[config.mk]
export PLATFORM = sky130hd
export DESIGN_NAME = key_triggered_peak_capture_unit
export DESIGN_NICKNAME = d
export VERILOG_FILES = /design/src/design/kpc_pkg.sv /design/src/design/kpc_front.sv /design/src/design/kpc_queue.sv /design/src/design/kpc_back.sv /design/src/design/key_triggered_peak_capture_unit.sv
export SDC_FILE = /design/constraint.sdc
export NUM_CORES = 1
export LEC_CHECK = 0
export BUFFER_PORTS_ARGS = -buffer_cell sky130_fd_sc_hd__buf_4
export CORE_ASPECT_RATIO = 1.25
export CORE_MARGIN = 2
export CORE_UTILIZATION = 55
export CTS_CLUSTER_DIAMETER = 60
export DETAILED_ROUTE_END_ITERATION = 8
export PLACE_DENSITY = 0.74
export SLEW_MARGIN = 20
export SYNTH_ARGS = -nofsm -noshare
export SYNTH_HDL_FRONTEND = slang
export SYNTH_SLANG_ARGS = --single-unit
[constraint.sdc]
create_clock -name aclk -period 6.1 [get_ports aclk]
set_input_delay 0.305 -clock aclk [delete_from_list [all_inputs] [get_ports aclk]]
set_output_delay 0.305 -clock aclk [all_outputs]
set_load 0.01 [all_outputs]
[src/design/kpc_pkg.sv]
package kpc_pkg;

    localparam int SAMPLE_W         = 12;
    localparam int PEAK_W           = 12;
    localparam int CHAR_W           = 8;
    localparam int WLEN_W           = 8;
    localparam int SAMPLE_BITS_DEF  = 12;
    localparam int QUEUE_DEPTH      = 2;

    localparam logic [WLEN_W-1:0] WLEN_RESET = 8'd50;

    localparam logic OP_KEY    = 1'b0;
    localparam logic OP_SAMPLE = 1'b1;

    localparam logic KEY_PRESSED  = 1'b0;
    localparam logic KEY_RELEASED = 1'b1;

    localparam logic [CHAR_W-1:0] ASCII_ZERO = 8'd48;
    localparam logic [CHAR_W-1:0] LINE_FEED  = 8'd10;

    localparam int CHAR_COUNT = 5;
    localparam int IDX_W      = 3;

    localparam logic [IDX_W-1:0] IDX_THOUSANDS = 3'd0;
    localparam logic [IDX_W-1:0] IDX_HUNDREDS  = 3'd1;
    localparam logic [IDX_W-1:0] IDX_TENS      = 3'd2;
    localparam logic [IDX_W-1:0] IDX_UNITS     = 3'd3;
    localparam logic [IDX_W-1:0] IDX_NEWLINE   = 3'd4;

    typedef struct packed {
        logic              valid;
        logic [PEAK_W-1:0] peak;
    } peak_xfer_t;

    typedef struct packed {
        logic [3:0]        digit;
        logic [PEAK_W-1:0] sub;
    } digit_t;

    // decimal digit of rem at a constant place, and the amount to take off
    function automatic digit_t digit_at(input logic [PEAK_W-1:0] rem,
                                        input int unsigned place);
        digit_t d;
        d.digit = 4'd0;
        d.sub   = '0;
        for (int unsigned k = 1; k <= 9; k++) begin
            if (14'(rem) >= 14'(k * place)) begin
                d.digit = 4'(k);
                d.sub   = PEAK_W'(k * place);
            end
        end
        return d;
    endfunction

endpackage

[src/design/kpc_front.sv]
module kpc_front #(
    parameter int SAMPLE_BITS = kpc_pkg::SAMPLE_BITS_DEF
) (
    input  logic                         aclk,
    input  logic                         aresetn,
    input  logic                         cfg_wr_en,
    input  logic [kpc_pkg::WLEN_W-1:0]   cfg_wr_data,
    input  logic                         s_valid,
    output logic                         s_ready,
    input  logic                         s_op,
    input  logic                         s_key_level,
    input  logic [kpc_pkg::SAMPLE_W-1:0] s_sample,
    input  logic                         q_full,
    output kpc_pkg::peak_xfer_t          push
);

    localparam int KEEP_BITS = (SAMPLE_BITS < kpc_pkg::SAMPLE_W) ? SAMPLE_BITS
                                                                 : kpc_pkg::SAMPLE_W;

    logic [kpc_pkg::WLEN_W-1:0] wlen_reg;
    logic                       armed_reg, armed_next;
    logic                       capt_reg, capt_next;
    logic [kpc_pkg::WLEN_W-1:0] seen_reg, seen_next;
    logic [KEEP_BITS-1:0]       max_reg, max_next;

    logic                       xfer;
    logic [KEEP_BITS-1:0]       smp;
    logic [KEEP_BITS-1:0]       new_max;
    logic [kpc_pkg::WLEN_W-1:0] seen_inc;

    assign s_ready  = !q_full;
    assign xfer     = s_valid && s_ready;
    assign smp      = s_sample[KEEP_BITS-1:0];
    assign new_max  = (smp > max_reg) ? smp : max_reg;
    assign seen_inc = seen_reg + kpc_pkg::WLEN_W'(1);

    always_comb begin
        armed_next = armed_reg;
        capt_next  = capt_reg;
        seen_next  = seen_reg;
        max_next   = max_reg;
        push.valid = 1'b0;
        push.peak  = kpc_pkg::PEAK_W'(new_max);
        if (xfer) begin
            if (s_op == kpc_pkg::OP_KEY) begin
                if (s_key_level == kpc_pkg::KEY_PRESSED && armed_reg) begin
                    armed_next = 1'b0;
                    if (!capt_reg) begin
                        capt_next = 1'b1;
                        seen_next = '0;
                        max_next  = '0;
                    end
                end else if (s_key_level == kpc_pkg::KEY_RELEASED && !armed_reg) begin
                    armed_next = 1'b1;
                end
            end else if (capt_reg) begin
                max_next  = new_max;
                seen_next = seen_inc;
                if (seen_inc == wlen_reg) begin
                    capt_next  = 1'b0;
                    push.valid = 1'b1;
                end
            end
        end
    end

    always_ff @(posedge aclk) begin
        if (!aresetn) begin
            wlen_reg  <= kpc_pkg::WLEN_RESET;
            armed_reg <= 1'b1;
            capt_reg  <= 1'b0;
            seen_reg  <= '0;
            max_reg   <= '0;
        end else begin
            if (cfg_wr_en) begin
                wlen_reg <= cfg_wr_data;
            end
            armed_reg <= armed_next;
            capt_reg  <= capt_next;
            seen_reg  <= seen_next;
            max_reg   <= max_next;
        end
    end

endmodule

[src/design/kpc_queue.sv]
module kpc_queue (
    input  logic                aclk,
    input  logic                aresetn,
    input  kpc_pkg::peak_xfer_t push,
    output logic                full,
    output kpc_pkg::peak_xfer_t head,
    input  logic                pop
);

    localparam int DEPTH = kpc_pkg::QUEUE_DEPTH;
    localparam int PTR_W = (DEPTH > 1) ? $clog2(DEPTH) : 1;
    localparam int CNT_W = $clog2(DEPTH + 1);

    logic [kpc_pkg::PEAK_W-1:0] mem_reg [DEPTH];
    logic [PTR_W-1:0]           wr_ptr_reg, wr_ptr_next;
    logic [PTR_W-1:0]           rd_ptr_reg, rd_ptr_next;
    logic [CNT_W-1:0]           cnt_reg, cnt_next;
    logic                       do_push, do_pop;

    assign full       = (cnt_reg == CNT_W'(DEPTH));
    assign head.valid = (cnt_reg != '0);
    assign head.peak  = mem_reg[rd_ptr_reg];
    assign do_push    = push.valid && !full;
    assign do_pop     = pop && head.valid;

    always_comb begin
        wr_ptr_next = wr_ptr_reg;
        rd_ptr_next = rd_ptr_reg;
        cnt_next    = cnt_reg;
        if (do_push) begin
            wr_ptr_next = (wr_ptr_reg == PTR_W'(DEPTH - 1)) ? '0 : wr_ptr_reg + PTR_W'(1);
        end
        if (do_pop) begin
            rd_ptr_next = (rd_ptr_reg == PTR_W'(DEPTH - 1)) ? '0 : rd_ptr_reg + PTR_W'(1);
        end
        if (do_push && !do_pop) begin
            cnt_next = cnt_reg + CNT_W'(1);
        end else if (do_pop && !do_push) begin
            cnt_next = cnt_reg - CNT_W'(1);
        end
    end

    always_ff @(posedge aclk) begin
        if (do_push) begin
            mem_reg[wr_ptr_reg] <= push.peak;
        end
    end

    always_ff @(posedge aclk) begin
        if (!aresetn) begin
            wr_ptr_reg <= '0;
            rd_ptr_reg <= '0;
            cnt_reg    <= '0;
        end else begin
            wr_ptr_reg <= wr_ptr_next;
            rd_ptr_reg <= rd_ptr_next;
            cnt_reg    <= cnt_next;
        end
    end

endmodule

[src/design/kpc_back.sv]
module kpc_back (
    input  logic                       aclk,
    input  logic                       aresetn,
    input  kpc_pkg::peak_xfer_t        head,
    output logic                       pop,
    output logic                       m_valid,
    input  logic                       m_ready,
    output logic [kpc_pkg::CHAR_W-1:0] m_out_char,
    output logic [kpc_pkg::PEAK_W-1:0] m_peak_value,
    output logic                       m_last_char
);

    logic                        active_reg, active_next;
    logic [kpc_pkg::IDX_W-1:0]   idx_reg, idx_next;
    logic [kpc_pkg::PEAK_W-1:0]  rem_reg, rem_next;
    logic [kpc_pkg::PEAK_W-1:0]  peak_reg, peak_next;

    logic                        m_valid_reg, m_valid_next;
    logic [kpc_pkg::CHAR_W-1:0]  m_char_reg;
    logic [kpc_pkg::PEAK_W-1:0]  m_peak_reg;
    logic                        m_last_reg;

    logic                        adv;
    logic                        is_last;
    kpc_pkg::digit_t             dig;
    logic [kpc_pkg::CHAR_W-1:0]  cur_char;

    assign is_last = (idx_reg == kpc_pkg::IDX_NEWLINE);
    assign adv     = active_reg && (!m_valid_reg || m_ready);
    assign pop     = head.valid && (!active_reg || (adv && is_last));

    always_comb begin
        case (idx_reg)
            kpc_pkg::IDX_THOUSANDS: dig = kpc_pkg::digit_at(rem_reg, 1000);
            kpc_pkg::IDX_HUNDREDS:  dig = kpc_pkg::digit_at(rem_reg, 100);
            kpc_pkg::IDX_TENS:      dig = kpc_pkg::digit_at(rem_reg, 10);
            kpc_pkg::IDX_UNITS:     dig = kpc_pkg::digit_at(rem_reg, 1);
            default:                dig = '0;
        endcase
        cur_char = is_last ? kpc_pkg::LINE_FEED
                           : kpc_pkg::ASCII_ZERO + kpc_pkg::CHAR_W'(dig.digit);
    end

    always_comb begin
        active_next  = active_reg;
        idx_next     = idx_reg;
        rem_next     = rem_reg;
        peak_next    = peak_reg;
        m_valid_next = m_valid_reg;
        if (m_valid_reg && m_ready) begin
            m_valid_next = 1'b0;
        end
        if (adv) begin
            m_valid_next = 1'b1;
            idx_next     = idx_reg + kpc_pkg::IDX_W'(1);
            rem_next     = rem_reg - dig.sub;
            if (is_last) begin
                active_next = 1'b0;
            end
        end
        if (pop) begin
            active_next = 1'b1;
            idx_next    = kpc_pkg::IDX_THOUSANDS;
            rem_next    = head.peak;
            peak_next   = head.peak;
        end
    end

    always_ff @(posedge aclk) begin
        if (adv) begin
            m_char_reg <= cur_char;
            m_peak_reg <= peak_reg;
            m_last_reg <= is_last;
        end
        rem_reg  <= rem_next;
        peak_reg <= peak_next;
    end

    always_ff @(posedge aclk) begin
        if (!aresetn) begin
            active_reg  <= 1'b0;
            idx_reg     <= kpc_pkg::IDX_THOUSANDS;
            m_valid_reg <= 1'b0;
        end else begin
            active_reg  <= active_next;
            idx_reg     <= idx_next;
            m_valid_reg <= m_valid_next;
        end
    end

    assign m_valid      = m_valid_reg;
    assign m_out_char   = m_char_reg;
    assign m_peak_value = m_peak_reg;
    assign m_last_char  = m_last_reg;

endmodule

[src/design/key_triggered_peak_capture_unit.sv]
// Input: one transfer per cycle; s_ready drops only while the peak queue is full.
// After the window's last sample is taken, the peak passes the queue and the back
// end's output register; the report is 5 bytes, one per cycle while m_ready is high.
// A queued peak loads as the line feed is registered; the serialiser sets the rate.
// Reset (aresetn, synchronous, active low): key armed, no window, length 50, queue empty.
module key_triggered_peak_capture_unit #(
    parameter int SAMPLE_BITS = kpc_pkg::SAMPLE_BITS_DEF
) (
    input  logic                         aclk,
    input  logic                         aresetn,
    input  logic                         cfg_wr_en,
    input  logic [kpc_pkg::WLEN_W-1:0]   cfg_wr_data,
    input  logic                         s_valid,
    output logic                         s_ready,
    input  logic                         s_op,
    input  logic                         s_key_level,
    input  logic [kpc_pkg::SAMPLE_W-1:0] s_sample,
    output logic                         m_valid,
    input  logic                         m_ready,
    output logic [kpc_pkg::CHAR_W-1:0]   m_out_char,
    output logic [kpc_pkg::PEAK_W-1:0]   m_peak_value,
    output logic                         m_last_char
);

    kpc_pkg::peak_xfer_t push;
    kpc_pkg::peak_xfer_t head;
    logic                q_full;
    logic                pop;

    kpc_front #(
        .SAMPLE_BITS (SAMPLE_BITS)
    ) u_front (
        .aclk        (aclk),
        .aresetn     (aresetn),
        .cfg_wr_en   (cfg_wr_en),
        .cfg_wr_data (cfg_wr_data),
        .s_valid     (s_valid),
        .s_ready     (s_ready),
        .s_op        (s_op),
        .s_key_level (s_key_level),
        .s_sample    (s_sample),
        .q_full      (q_full),
        .push        (push)
    );

    kpc_queue u_queue (
        .aclk    (aclk),
        .aresetn (aresetn),
        .push    (push),
        .full    (q_full),
        .head    (head),
        .pop     (pop)
    );

    kpc_back u_back (
        .aclk         (aclk),
        .aresetn      (aresetn),
        .head         (head),
        .pop          (pop),
        .m_valid      (m_valid),
        .m_ready      (m_ready),
        .m_out_char   (m_out_char),
        .m_peak_value (m_peak_value),
        .m_last_char  (m_last_char)
    );

endmodule
---- Word-level counts from Yosys, hierarchy flattened ----
Memories as Yosys holds them, arrays and structs flattened. A register that Yosys moved wholly into a read port is not among the register bits.
Cells that the tools add are included.
operators by class
  add/subtract/negate cells ............... 8
  order comparisons ....................... 33
  equal/unequal tests ..................... 8
  multiplexer cells ....................... 67
  bitwise gates (word level) .............. 3
  reduce and logical (&&, ||, !) cells .... 32
operators with widths
  cell                                                                     count
  15-bit two-way mux                                                       13
  14-bit two-way mux                                                       8
  16-bit two-way mux                                                       7
  12-bit two-way mux                                                       7
  16-bit case mux with 4 select lines                                      1
  12-bit by 10-bit >= comparator with 1-bit output, second input constant  5
  13-bit two-way mux                                                       4
  12-bit by 3-bit >= comparator with 1-bit output, second input constant   4
  12-bit by 7-bit >= comparator with 1-bit output, second input constant   4
  12-bit by 4-bit >= comparator with 1-bit output, second input constant   3
  12-bit by 6-bit >= comparator with 1-bit output, second input constant   3
  12-bit by 9-bit >= comparator with 1-bit output, second input constant   3
  8-bit two-way mux                                                        4
  12-bit >= comparator, second input constant                              2
  12-bit by 2-bit >= comparator with 1-bit output, second input constant   2
  12-bit by 5-bit >= comparator with 1-bit output, second input constant   2
  1-bit two-way mux                                                        21
  12-bit by 14-bit >= comparator with 1-bit output, second input constant  1
  2-bit nonzero test                                                       7
  12-bit by 1-bit >= comparator with 1-bit output, second input constant   1
  12-bit by 11-bit >= comparator with 1-bit output, second input constant  1
  12-bit by 8-bit >= comparator with 1-bit output, second input constant   1
  12-bit > comparator                                                      1
  12-bit subtractor                                                        1
  other kinds (23)                                                         45
word-level totals
  register bits ........................... 84
  bits in writable memories ............... 24
  word-level logic and storage cells ...... 168
  memories kept ........................... 1
memories
  memory           depth  bits a word  rd ports  clocked after memory_dff  wr ports  line             text
  u_queue.mem_reg  2      12           1         1                         1         kpc_queue.sv:14  logic [kpc_pkg::PEAK_W-1:0] mem_reg [DEPTH];

---- Longest topological paths before layout ----
  word-level depth ........................ 14
  mapped depth ............................ 15

---- By module ----
A second synthesis with hierarchy kept.
unflattened totals
  cell total of the unflattened synthesis .. 599
  area, all modules ....................... 6082.1 µm²
by module, submodules not included
  module     instances  cells each  area each (µm²)  sequential area each (µm²)
  kpc_back   1          332         3126.7           1361.3
  kpc_front  1          205         1858.0           600.6
  kpc_queue  1          62          1097.3           820.8

---- Worst setup path before layout ----
Ideal clock, no wire load.
  path kind ............................... register to register
  from .................................... reg u_back.rem_reg[10] (netlist name)
  to ...................................... reg u_back.rem_reg[9] (netlist name), data pin
  setup time .............................. 259 ps
  arrival time ............................ 3379 ps
  required time ........................... 5841 ps
  path slack .............................. 2462 ps
  cell stages (with the launch flop) ...... 15
  path buffers ............................ 1
  period minus slack after synthesis ...... 3638 ps
  path through ............................ edfxtp_1 -> or3_1 -> or3_1 -> clkbuf_1 -> a21oi_2 -> nand3_1 -> o22a_1 -> and2_1 -> ha_1 -> nor2b_1 -> o31a_1 -> o41a_1 -> o41ai_1 -> xnor2_1 -> o21ai_1
on the way
  longest elaborated chain between the ends .. 14
ends and longest elaborated chain
  what                                                                           line            text
  start, declared                                                                kpc_back.sv:15  logic [kpc_pkg::PEAK_W-1:0] rem_reg, rem_next;
  start signal, assigned                                                         kpc_back.sv:75  rem_reg <= rem_next;
  12-bit by 1-bit >= comparator with 1-bit output, or another cell as far along  kpc_pkg.sv:47   if (14'(rem) >= 14'(k * place)) begin
  13-bit two-way mux                                                             kpc_pkg.sv:47
  14-bit two-way mux (2 in a row)                                                kpc_pkg.sv:47
  15-bit two-way mux (4 in a row)                                                kpc_pkg.sv:47
  16-bit two-way mux (2 in a row)                                                kpc_pkg.sv:47
  16-bit case mux with 4 select lines *                                          kpc_back.sv:33  case (idx_reg)
  12-bit subtractor *                                                            kpc_back.sv:56  rem_next = rem_reg - dig.sub;
  12-bit two-way mux *                                                           kpc_back.sv:53  if (adv) begin
  12-bit two-way mux *                                                           kpc_back.sv:61  if (pop) begin
  net u_back.rem_next, one bit                                                   kpc_back.sv:15
The timed path passes the listed nets; every way through them passes the cells marked *. The select of a mux whose other input is x is not followed.
A chain may end at the register's enable or synchronous reset.

---- Worst setup path after layout ----
  from .................................... reg u_back.rem_reg[6] (netlist name)
  to ...................................... reg u_back.rem_reg[10] (netlist name), data pin
on the way
  longest elaborated chain between the ends .. 14
ends and longest elaborated chain
  what                                                                           line
  12-bit by 1-bit >= comparator with 1-bit output, or another cell as far along  kpc_pkg.sv:47
  13-bit two-way mux                                                             kpc_pkg.sv:47
  14-bit two-way mux (2 in a row)                                                kpc_pkg.sv:47
  15-bit two-way mux (4 in a row)                                                kpc_pkg.sv:47
  16-bit two-way mux (2 in a row)                                                kpc_pkg.sv:47
  16-bit case mux with 4 select lines                                            kpc_back.sv:33
  12-bit subtractor *                                                            kpc_back.sv:56
  12-bit two-way mux *                                                           kpc_back.sv:53
  12-bit two-way mux *                                                           kpc_back.sv:61
  net u_back.rem_next, one bit                                                   kpc_back.sv:15
Marks and branches as above.

==> run_results.csv <==
group,metric,value,unit
logic_synthesis,ys_seq_area_share,46.7,%
detailed_routing,routed_wl,13.2,mm
sta,fmax,0.251,GHz
worst_setup_path,path_buf_inv,0,
sta,setup_viol,0,
final_layout,syn2layout_area_growth,12.0,%
clocking,postCtsSetupBuffers,0,
floorplan,die_area,11700,sq um
sta,relSlewSlack,41.8,%
power,powerDensity,509,nW/um^2
global_route,grt-ovfl-total,0,
floorplan,die_h,120,um
worst_setup_path,start_kind,"flop",
detailed_routing,viasPerCell,6.16,
worst_setup_path,worstPathCellList,"nand2_1, o211ai_1, nor2_1, a211o_1, a31oi_1, and3_1, ha_1, nor2b_1, o31a_1, o31a_1, o211ai_1, a2111o_1, nand3_1",
detailed_routing,wl_per_cell,17.2,um
clocking,clkTransAtPathRegs,0.08,ns
logic_synthesis,netlist_area,5960,sq um
placement,place_congestion,0.880,
logic_synthesis,postSynthCellCount,596,
logic_synthesis,async_flop_share,0,%
sta,hold-worst-slack,0.169,ns
global_route,grt_pass1_wl,21.6,mm
worst_setup_path,cp_max_fo,23,
sta,finalMaxSlewViolations,0,
sta,rsz0062_at_grt,"false",
logic_synthesis,avgSynthCellArea,10.0,sq um
clocking,clock-sinks,106,
detailed_routing,route.detailed.drc,0,
detailed_routing,wl_met3,565,um
worst_setup_path,cp_slowest_stage_delay,0.83,ns
sta,setup_tns,0,ns
clocking,htree_levels,3,
sta,fin_crit_sh,65.3,%
worst_setup_path,arrival,4.07,ns
power,ir_drop,0.000255,V
global_route,first_global_vias,4638,
detailed_routing,antenna_left,0,
global_route,antenna_found_initial,0,
clocking,cts_buffers,9,
floorplan,die_x,97.1,um
power,leakage,2.52,nW
clocking,cts_root_buf,"clkbuf_16",
detailed_routing,wl_met1,5.21,mm
final_layout,largest_register_ffs,24,
logic_synthesis,synth-edff-count,66,
logic_synthesis,yosysWarnings,0,
detailed_routing,vias,4723,
sta,final_hold_viol_count,0,
final_layout,n_antenna_cell,0,
floorplan,core_area,10600,sq um
logic_synthesis,ys_types,75,
logic_synthesis,synth-seq-cells,106,
final_layout,drive_gt1_share,14.0,%
worst_setup_path,critPathSlowestCell,"edfxtp_1",
detailed_routing,firstDrtPassIters,5,
logic_synthesis,synthFlopType,"edfxtp_1",
placement,dp_hpwl,9.97,mm
worst_setup_path,crit_family,"compound AO/OA/AOI/OAI gates",
global_route,grt_max_degree,25,
job,cap_violations,0,
detailed_routing,topRoutingLayerUsed,"met4",
clocking,cts_resized,0,
sta,tightest_slew,0.867,ns
detailed_routing,initialDrtViolationCount,259,
status,status,"complete, no violations",
clocking,clock_latency,0.35,ns
sta,worst_clock_skew,0.0114,ns
floorplan,num_io_pins,50,
clocking,cts_hold_buf,0,
final_layout,finalNetCount,689,
floorplan,start_util,56.4,%
worst_setup_path,worstPathRequired,6.19,ns
detailed_routing,wl_met2,6.85,mm
worst_setup_path,crit_path_end_kind,"flop",
clocking,cts_tree,"done",
floorplan,std_cell_rows,42,
sta,min_period,3.98,ns
worst_setup_path,path_class,"reg -> reg",
global_route,grt_usage,22.9,%
clocking,ctsLongestPathBuffers,2,
placement,port_buffers,47,
min_path,hold_path.class,"in -> reg",
==> cell usage after synthesis (3+ instances only) <==
cell,instances,area (sq um)
edfxtp_1,66,1980
nand2_1,48,180
a21oi_1,44,220
nor2_1,42,158
dfxtp_1,40,801
o21ai_0,33,165
ha_1,31,388
inv_1,29,109
nor3_1,21,105
clkbuf_1,16,60.1
mux2_2,14,158
a32o_1,12,120
mux2i_1,11,110
nand2b_1,10,62.6
nand3_1,10,50.1
nor2b_1,10,62.6
and3_1,9,56.3
xnor2_1,9,78.8
nand4_1,8,50.1
o21a_1,8,60.1
o21ai_1,8,40.0
or3_1,8,50.1
a31oi_1,7,43.8
buf_2,7,35.0
o31ai_1,6,45.0
xor2_1,6,52.6
a21o_1,5,37.5
o211ai_1,5,37.5
o31a_1,5,43.8
a211oi_1,4,30.0
and2_1,4,25.0
nor3b_1,4,30.0
a211o_1,3,26.3
a22oi_1,3,22.5
buf_4,3,22.5
==> metrics by stage <==
stage / util, % / worst slack [ns] / total power [W] / std cells / area [sq um]
finish: 63.2 / 2.12 / 0.00340 / 767 / 6670
global route: 63.2 / 1.87 / 0.00363 / 767 / 6670
floorplan: - / 2.46 / 0.00239 / 597 / 5960
global placement: 60.4 / 2.23 / 0.00276 / 751 / 6380
detailed placement: 60.4 / 2.16 / 0.00281 / 751 / 6380
CTS: 63.2 / 2.16 / 0.00338 / 767 / 6670
==> placed cells by master (no fill, tap or decap), types with 4 or more instances in the layout <==
cell type and n:
o211ai_1 5, a21oi_1 44, edfxtp_1 66, clkbuf_16 9, nor2b_1 10, o31a_1 5, nand2b_1 10, dfxtp_1 40
xor2_1 6, a21o_1 5, o21a_1 8, a31oi_1 7, buf_4 50, or3_1 8, nand4_1 8, nand2_1 48
nor3_1 21, inv_1 29, xnor2_1 9, a211oi_1 4, and3_1 9, ha_1 31, nor3b_1 4, o21ai_1 8
a32o_1 12, and2_1 4, o31ai_1 6, nor2_1 42, mux2_2 14, mux2i_1 11, o21ai_0 33, nand3_1 10
==> worst reg2reg max path, stage by stage, from the launching register on <==
cell and delay (ns):
edfxtp_1 0.83, nand2_1 0.11, o211ai_1 0.40, nor2_1 0.10, a211o_1 0.32, a31oi_1 0.20
and3_1 0.20, ha_1 0.28, nor2b_1 0.17, o31a_1 0.28, o31a_1 0.29, o211ai_1 0.28
a2111o_1 0.20, nand3_1 0.06
==> path summary, 6_finish.rpt <==
kind	from	end	slack, ns	cells after the start
setup / recovery	u_back.rem_reg[6]	u_back.rem_reg[10]	2.12	13
hold / removal	cfg_wr_data[4]	u_front.wlen_reg[4]	0.17	3
setup reg to reg	u_back.rem_reg[6]	u_back.rem_reg[10]	2.12	13
hold reg to reg	u_back.peak_reg[9]	u_back.m_peak_value[9]	0.42	0
==> final cells by class <==
class | instances | area, sq um
fill | 870 | 3890
sequential | 106 | 2780
multi-input combinational | 432 | 2940
clock inverter | 7 | 70.1
timing repair buffer | 50 | 375
inverter | 31 | 116
clock buffer | 9 | 225
tap | 132 | 165
==> metal layers <==
layer  vias to the layer above  global-route usage, %
met2                       145                   41.4
met5                         -                      0
met3                        43                   3.53
met1                      2250                   25.8
met4                         0                   12.4
li1                       2285                      -
==> report_power, final <==
group,switching (W),internal [W]
Combinational,0.000939,0.000695
Clock,0.000278,0.000287
Sequential,0.000192,0.00101
==> cells by family (layout without fill, tap and decap cells) <==
family                   Yosys count  in the layout  share of synthesized area [%]
XOR/XNOR                          16             16                           2.60
adder cells (fa/ha/maj)           32             32                           6.85
buffers and inverters             59             97                           4.05
AO/OA/AOI/OAI                    170            170                           19.4
flip-flops                       106            106                           46.7
other                              1              2                         0.0629
multiplexers                      25             25                           4.49
AND/OR/NAND/NOR                  187            187                           15.9
Power figures use the tool's default switching activity.
